[src/bfa_pkg.sv]
`default_nettype none
package bfa_pkg;

  localparam int unsigned FRAME_COUNT = 65536;
  localparam int unsigned WORD_BITS   = 64;

  localparam int unsigned FRAME_W = 17;
  localparam logic [FRAME_W-1:0] USED_MAX = 17'h1ffff;

  typedef enum logic [1:0] {
    MODE_ALLOC = 2'd0,
    MODE_FREE  = 2'd1,
    MODE_MARK  = 2'd2,
    MODE_NOP   = 2'd3
  } mode_e;

  typedef enum logic {
    CFG_RANGE_START = 1'b0,
    CFG_RANGE_END   = 1'b1
  } cfg_idx_e;

  typedef enum logic [3:0] {
    S_CLR,
    S_IDLE,
    S_DIV_RS,
    S_DIV_RE,
    S_DIV_SF,
    S_A_RD,
    S_A_WAIT,
    S_A_BIT,
    S_W_RD,
    S_W_MOD,
    S_STAT,
    S_C_RD,
    S_C_ACC,
    S_DONE
  } state_e;

endpackage
`default_nettype wire

[src/bfa_div.sv]
`default_nettype none
module bfa_div
  import bfa_pkg::*;
#(
  parameter int DIVISOR = 64
) (
  input  wire logic                       clk_i,
  input  wire logic                       rst_ni,
  input  wire logic                       start_i,
  input  wire logic [FRAME_W-1:0]         dividend_i,
  output logic                            done_o,
  output logic [FRAME_W-1:0]              quot_o,
  output logic [$clog2(DIVISOR)-1:0]      rem_o
);

  localparam int SH = $clog2(DIVISOR);

  logic [FRAME_W-1:0] quot_q, quot_d;
  logic [SH-1:0]      rem_q, rem_d;
  logic               done_q;

  // power-of-two divisor: quotient is a shift, remainder a mask
  always_comb begin
    quot_d = quot_q;
    rem_d  = rem_q;
    if (start_i) begin
      quot_d = dividend_i >> SH;
      rem_d  = dividend_i[SH-1:0];
    end
  end

  always_ff @(posedge clk_i or negedge rst_ni) begin
    if (!rst_ni) begin
      done_q <= 1'b0;
    end else begin
      done_q <= start_i;
    end
  end

  always_ff @(posedge clk_i) begin
    quot_q <= quot_d;
    rem_q  <= rem_d;
  end

  assign done_o = done_q;
  assign quot_o = quot_q;
  assign rem_o  = rem_q;

endmodule
`default_nettype wire

[config.mk]
export PLATFORM = sky130hd
export DESIGN_NAME = bfa_div
export DESIGN_NICKNAME = d
export VERILOG_FILES = /design/src/bfa_pkg.sv /design/src/bfa_div.sv
export SDC_FILE = /design/constraint.sdc
export NUM_CORES = 1
export LEC_CHECK = 0
export ABC_AREA = 1
export BUFFER_PORTS_ARGS = -buffer_cell sky130_fd_sc_hd__buf_2
export CAP_MARGIN = 15
export CORE_MARGIN = 4
export CORE_UTILIZATION = 37
export CTS_BUF_LIST = sky130_fd_sc_hd__clkbuf_4 sky130_fd_sc_hd__clkbuf_8 sky130_fd_sc_hd__clkbuf_16
export CTS_CLUSTER_DIAMETER = 60
export DETAILED_ROUTE_END_ITERATION = 10
export GPL_TIMING_DRIVEN = 0
export PLACE_DENSITY = 0.75
export SYNTH_ARGS = -nofsm -noshare
export SYNTH_HDL_FRONTEND = slang
export SYNTH_SLANG_ARGS = --single-unit
[constraint.sdc]
create_clock -name clk_i -period 0.8 [get_ports clk_i]
set_input_delay 0.2 -clock clk_i [delete_from_list [all_inputs] [get_ports clk_i]]
set_output_delay 0.2 -clock clk_i [all_outputs]
set_load 0.005 [all_outputs]
Yosys cells after proc, flatten, opt, wreduce, memory -nomap -nowiden
Index checks and enable logic that the tools add are counted.
Widths: inputs -> output; s select.
{"block": "word_totals", "regBits": 18, "inputBits": 20}

Depth between registers and ports, before layout
Gate-level depths: netlist of the first run.
{"block": "logic_depth", "depth_word": 0, "mapped_depth": 1, "depth_no_buf": 0}

Least setup slack after synthesis of the first run
No wires, ideal clock.
{"block": "synth_path", "path_type": "register to output", "from": "register quot_q[0] (netlist: quot_o[0])", "to": "output quot_o[0]", "arrival_time_ps": 355, "slack_ps": 245, "path_stages_with_launch": 1, "n_path_buf": 0, "cell_sequence": "edfxtp_1"}
{"item": "start, declared", "line": "bfa_div.sv:18", "source": "logic [FRAME_W-1:0] quot_q, quot_d;"}
{"item": "start signal, assigned", "line": "bfa_div.sv:41", "source": "quot_q <= quot_d;"}
{"item": "end, declared", "line": "bfa_div.sv:12", "source": "output logic [FRAME_W-1:0] quot_o,"}
No word-level cell between the ends.

Worst setup path in the final report of the first run
{"block": "layout_path", "from": "register quot_q[4] (netlist: quot_o[4])", "to": "output quot_o[4]"}
No word-level cell between the ends.

==> flow_metrics.py, run 1 <==
metrics = {
    "run_status": {
        "outcome": "complete, but fails checks",
        "violations": "negative setup slack",
    },
    "clock_network": {
        "post_cts.repair.setup_buffers": 0,
        "h-tree-depth": 1,
        "cts_tree": "done",
        "clkTransAtPathRegs_ns": 0.10,
        "cts_buffers": 3,
        "clock-sinks": 18,
        "cts_root_buf": "clkbuf_4",
        "cts.path.max_buffers": 2,
    },
    "floorplanning": {
        "die-area_sq_um": 2279,
        "start_util": 0.3879,
        "die_y_microns": 47.74,
        "die_width_microns": 47.74,
        "design.core.area_sq_um": 1506,
        "io_pins": 44,
        "fp-row-count": 14,
    },
    "setup_path": {
        "slowest_delay_ns": 0.39,
        "worstPathCellList": "buf_2",
        "crit_arrival_ns": 0.80,
        "cp-start-kind": "flop",
        "slowest_stage": "edfxtp_1",
        "cp_top_family": "flip-flops",
        "path_buf_inv": 1,
        "cp-end-kind": "output port",
        "worstSetupPathType": "flop to output port",
        "cp.required_ns": 0.60,
        "cp_max_fo": 1,
    },
    "detailed_routing": {
        "wirelength_microns": 1062,
        "avgRoutedWirePerCell_microns": 12.07,
        "dr.pass1.iters": 4,
        "num_vias": 362,
        "drtIter0Drc": 9,
        "via_per_inst": 4.114,
        "drcViolationCount": 0,
        "ant_nets": 0,
    },
    "cells_and_area": {
        "nNetsFinal": 93,
        "nFillCells": 130,
        "area.growth.synth_to_final_pct": 45.18,
        "design_area_sq_um": 848.3,
        "drive_gt1_frac": 0.6528,
        "antennaDiodeCount": 0,
    },
    "grt": {
        "grt_pass1_vias": 364,
        "grt_max_degree": 19,
        "grt_usage": 0.09922,
        "gr-total-overflow": 0,
        "antenna_found_initial": 0,
        "grt_pass1_wl_microns": 1469,
    },
    "synth": {
        "yosys-top-cells-area": "edfxtp_1 87%, buf_4 7.7%, dfrtp_1 4.3%",
        "seq_area_frac_synth": 0.9165,
        "yosysTopAreaCellShare": 0.8737,
        "ys_types": 4,
        "synth_most_common_cell": "edfxtp_1",
        "yosys_warnings": 0,
        "synthCells": 25,
        "synth_top_cells_by_count": "17 x edfxtp_1, 6 x buf_4, 1 x conb_1, 1 x dfrtp_1",
        "synth-async-reset-ratio": 0.05556,
        "yosysTopAreaCell": "edfxtp_1",
        "netlist_area_sq_um": 584.3,
        "ys.flop_type": "edfxtp_1",
        "synth_seq_cells": 18,
        "synth-edff-count": 17,
        "synth.avg_cell_area_sq_um": 23.37,
    },
    "timing": {
        "min_period_ns": 1.003,
        "whs_ns": 0.08409,
        "grt_setup_unrepaired": "yes",
        "setup_slack_ns": -0.2031,
        "maxSlewViolCount": 0,
        "finalSetupViolations": 18,
        "post-route-period-util": 1.254,
        "fmax_ghz": 0.9969,
        "hold_viol_final": 0,
    },
    "flow_run": {
        "maxCapViolations": 0,
    },
    "power_and_ir_drop": {
        "p_sw_mw": 0.3392,
        "leakagePower_nw": 0.3984,
        "clockPowerShare": 0.271,
        "pwr-share-comb": 0.096,
        "finalPower_mw": 1.773,
        "max-vdd-ir-drop_mv": 1.197,
        "powerDensity_nw_per_um2": 2091,
        "pwr-share-seq": 0.634,
        "switching_share": 0.1913,
        "internal_power_mw": 1.434,
    },
    "placement": {
        "port_buffers": 37,
        "place_congestion": 0.6402,
        "placed_area_sq_um": 808.3,
        "dpl.hpwl_microns": 841,
    },
    "worst_hold_path": {
        "hold_path_class": "input port to flop",
    },
}
## kinds of logic after synthesis
family / Yosys count / share of synthesized area
DFF: 18 / 0.9165
other: 1 / 0.006418
buffers and inverters: 6 / 0.07708
## power by group through the flow
| stage | clock network (mW) | logic (mW) | registers, mW |
|---|---|---|---|
| final | 0.480 | 0.169 | 1.12 |
| after global routing | 0.548 | 0.193 | 1.13 |
| after CTS | 0.497 | 0.171 | 1.13 |
| after detailed placement | 0 | 0.168 | 1.15 |
| after global placement | 0 | 0.165 | 1.15 |
| after floorplan | 0 | 0.0274 | 1.16 |
## cells in the final DEF, fill, tap and decap left out
master / n
buf_2: 37
buf_4: 6
clkbuf_4: 4
conb_1: 6
dfrtp_1: 1
dlygate4sd3_1: 1
edfxtp_1: 17
## metrics by stage
step	std cells	utilization	setup WS (ns)	TNS, ns
floorplan	30	-	0.2447	0
global placement	83	0.5365	-0.06683	-1.128
detailed placement	83	0.5365	-0.08779	-1.485
CTS	88	0.5631	-0.2288	-3.447
global route	88	0.5631	-0.2678	-4.190
finish	88	0.5631	-0.2031	-3.186
## path summary, 6_finish.rpt
path	from	to	slack, ns	cells past startpoint
max	quot_o[4]$_DFFE_PP_	quot_o[4]	-0.20	1
min	dividend_i[0]	rem_o[0]$_DFFE_PP_	0.08	1
min in group asynchronous	rst_ni	done_o$_DFF_PN0_	0.21	2
max in group asynchronous	rst_ni	done_o$_DFF_PN0_	0.51	2
## routing by layer
| layer | wire length (microns) | up-vias | track usage |
|---|---|---|---|
| met4 | 6 | 0 | 0.06452 |
| li1 | - | 173 | - |
| met3 | 201 | 2 | 0.03759 |
| met5 | 0 | - | 0 |
| met2 | 468 | 36 | 0.1662 |
| met1 | 385 | 151 | 0.1026 |
## area by class of cell
type / instances / area (sq um) / share of cell area
Clock buffer: 4 / 30.03 / 0.03540
Tap cell: 16 / 20.02 / 0.02360
Buffer: 6 / 45.04 / 0.05310
Sequential cell: 18 / 535.5 / 0.6313
Multi-Input combinational cell: 6 / 22.52 / 0.02655
Timing Repair Buffer: 38 / 195.2 / 0.2301
## registers in the layout, indices dropped and copies added (netlist names)
signal and cells:
quot_o 11, rem_o 6, done_o 1
## repair_timing
action	4_1_cts	5_1_grt
setup endpoints to repair	18	18
hold buffers	1	0
resized for setup	0	0
endpoints found under the hold margin	1	0
No activity file was read; power rests on OpenSTA's default activity.
==> run 2, diff against run 1 <==
--- a/config.mk
+++ b/config.mk
@@ -14,7 +14,9 @@
 export CTS_CLUSTER_DIAMETER = 60
 export DETAILED_ROUTE_END_ITERATION = 10
 export GPL_TIMING_DRIVEN = 0
-export PLACE_DENSITY = 0.75
+export HOLD_SLACK_MARGIN = 0.03
+export PLACE_DENSITY = 0.77
 export SYNTH_ARGS = -nofsm -noshare
 export SYNTH_HDL_FRONTEND = slang
 export SYNTH_SLANG_ARGS = --single-unit
+export TNS_END_PERCENT = 20
==> run 2 against run 1 <==
Net effect: the flow still finishes with violations (negative setup slack); sequential share of layout area rose by 0.28 points; via count down 2.8%; sequential power barely moved; combinational power about the same; core utilization down 0.25 points; design area is 0.44% lower; highest routed layer is now met3.
==> flow_metrics.py, run 2 (synthesis gave the netlist of run 1 again) <==
metrics = {
    "clock_network": {
        "cts_tree": "done",
        "cts.path.max_buffers": 2,
        "h-tree-depth": 1,
        "cts_buffers": 3,
        "cts_root_buf": "clkbuf_4",
        "clock-sinks": 18,
        "clkTransAtPathRegs_ns": 0.10,
    },
    "power_and_ir_drop": {
        "max-vdd-ir-drop_mv": 0.8322,
        "clockPowerShare": 0.251,
        "powerDensity_nw_per_um2": 2047,
        "p_sw_mw": 0.3408,
        "leakagePower_nw": 0.3953,
        "switching_share": 0.1972,
        "internal_power_mw": 1.388,
        "pwr-share-seq": 0.651,
        "pwr-share-comb": 0.098,
    },
    "placement": {
        "placed_area_sq_um": 808.3,
        "port_buffers": 37,
        "place_congestion": 0.6156,
        "placed_cells": 83,
    },
    "timing": {
        "finalSetupViolations": 18,
        "hold_viol_final": 0,
        "min_period_ns": 1.003,
        "whs_ns": 0.08426,
        "maxSlewViolCount": 0,
        "setup_slack_ns": -0.2034,
        "fmax_ghz": 0.9966,
        "grt_setup_unrepaired": "yes",
        "post-route-period-util": 1.254,
    },
    "setup_path": {
        "slowest_stage": "edfxtp_1",
        "cp-startpoint": "quot_o[6]$_DFFE_PP_",
        "slowest_delay_ns": 0.38,
        "cp-end-kind": "output port",
        "crit_arrival_ns": 0.80,
        "worstSetupPathType": "flop to output port",
        "cp-start-kind": "flop",
        "worstPathCellList": "buf_2",
        "path_buf_inv": 1,
        "cp_top_family": "flip-flops",
        "cp.required_ns": 0.60,
        "cp_max_fo": 1,
    },
    "grt": {
        "gr-total-overflow": 0,
        "grt_usage": 0.09225,
        "grt_max_degree": 19,
        "grt_pass1_vias": 328,
        "grt_pass1_wl_microns": 1435,
        "antenna_found_initial": 0,
    },
    "floorplanning": {
        "die_width_microns": 47.74,
        "start_util": 0.3879,
        "die_y_microns": 47.74,
        "die-area_sq_um": 2279,
        "io_pins": 44,
        "design.core.area_sq_um": 1506,
        "fp-row-count": 14,
    },
    "detailed_routing": {
        "avgRoutedWirePerCell_microns": 12.13,
        "drcViolationCount": 0,
        "drtIter0Drc": 0,
        "num_vias": 352,
        "ant_nets": 0,
        "wirelength_microns": 1067,
        "via_per_inst": 4.000,
        "dr.pass1.iters": 1,
    },
    "cells_and_area": {
        "final_common_cell": "buf_2",
        "nNetsFinal": 93,
        "stdcell_count": 88,
        "design_area_sq_um": 844.6,
        "area.growth.synth_to_final_pct": 44.54,
        "antennaDiodeCount": 0,
        "largest_reg_flops": 11,
        "mostFrequentLayoutCells": "37 x buf_2, 17 x edfxtp_1, 6 x buf_4, 6 x conb_1, 3 x clkbuf_4",
        "drive_gt1_frac": 0.6389,
    },
    "worst_hold_path": {
        "hold_path_class": "input port to flop",
        "min-delay-start": "dividend_i[2]",
    },
    "run_status": {
        "outcome": "complete, but fails checks",
        "violations": "negative setup slack",
    },
    "flow_run": {
        "maxCapViolations": 0,
    },
}
run 2: cell count changes in the layout (fill, tap and decap cells not counted):
cell,delta
clkbuf_4,-1
clkinv_1,+1
run 2: worst paths after layout:
check	to	slack [ns]	cells past startpoint
min in group asynchronous	done_o$_DFF_PN0_	0.22	2
min	rem_o[2]$_DFFE_PP_	0.08	1
max	quot_o[6]	-0.20	1
max in group asynchronous	done_o$_DFF_PN0_	0.50	2
run 2: metal layers:
metal | vias to the layer above | GRT usage | part of all wire
met5 | - | 0 | 0
met4 | 0 | 0.03226 | 0
met3 | 0 | 0.06015 | 0.25
met2 | 34 | 0.1530 | 0.41
met1 | 146 | 0.09308 | 0.34
li1 | 172 | - | -
run 2: timing repair:
action / in CTS / in global routing
endpoints found under the hold margin: 1 / 0
endpoints found under the setup margin: 18 / 18
pin swaps: 0 / 0
cloned: 0 / 0
buffers inserted: 0 / 0
resized for setup: 0 / 0
hold buffers: 1 / 0
run 2: power by group through the flow:
| stage | clock, mW | combinational (mW) | sequential, mW |
|---|---|---|---|
| after detailed placement | 0 | 0.168 | 1.15 |
| after floorplan | 0 | 0.0274 | 1.16 |
| after CTS | 0.451 | 0.173 | 1.13 |
| after global placement | 0 | 0.166 | 1.14 |
| final | 0.434 | 0.170 | 1.12 |
| after global routing | 0.481 | 0.193 | 1.13 |
run 2: final cells by class:
| type | instances | area, sq um |
|---|---|---|
| multi-input cells | 6 | 22.52 |
| fillers | 140 | 661.9 |
| clock buffers | 3 | 22.52 |
| well taps | 16 | 20.02 |
| flip-flops and latches | 18 | 535.5 |
| repair buffers | 38 | 195.2 |
| clock inverters | 1 | 3.754 |
| plain buffers | 6 | 45.04 |
run 2: per-stage QoR:
stage / util / power, mW / TNS [ns] / worst slack, ns
after global routing: 0.5606 / 1.808 / -3.996 / -0.2467
after detailed placement: 0.5365 / 1.315 / -1.356 / -0.08027
after global placement: 0.5365 / 1.310 / -0.9910 / -0.05875
final: 0.5606 / 1.728 / -3.215 / -0.2034
after CTS: 0.5606 / 1.749 / -3.415 / -0.2195
after floorplan: - / 1.188 / 0 / 0.2447
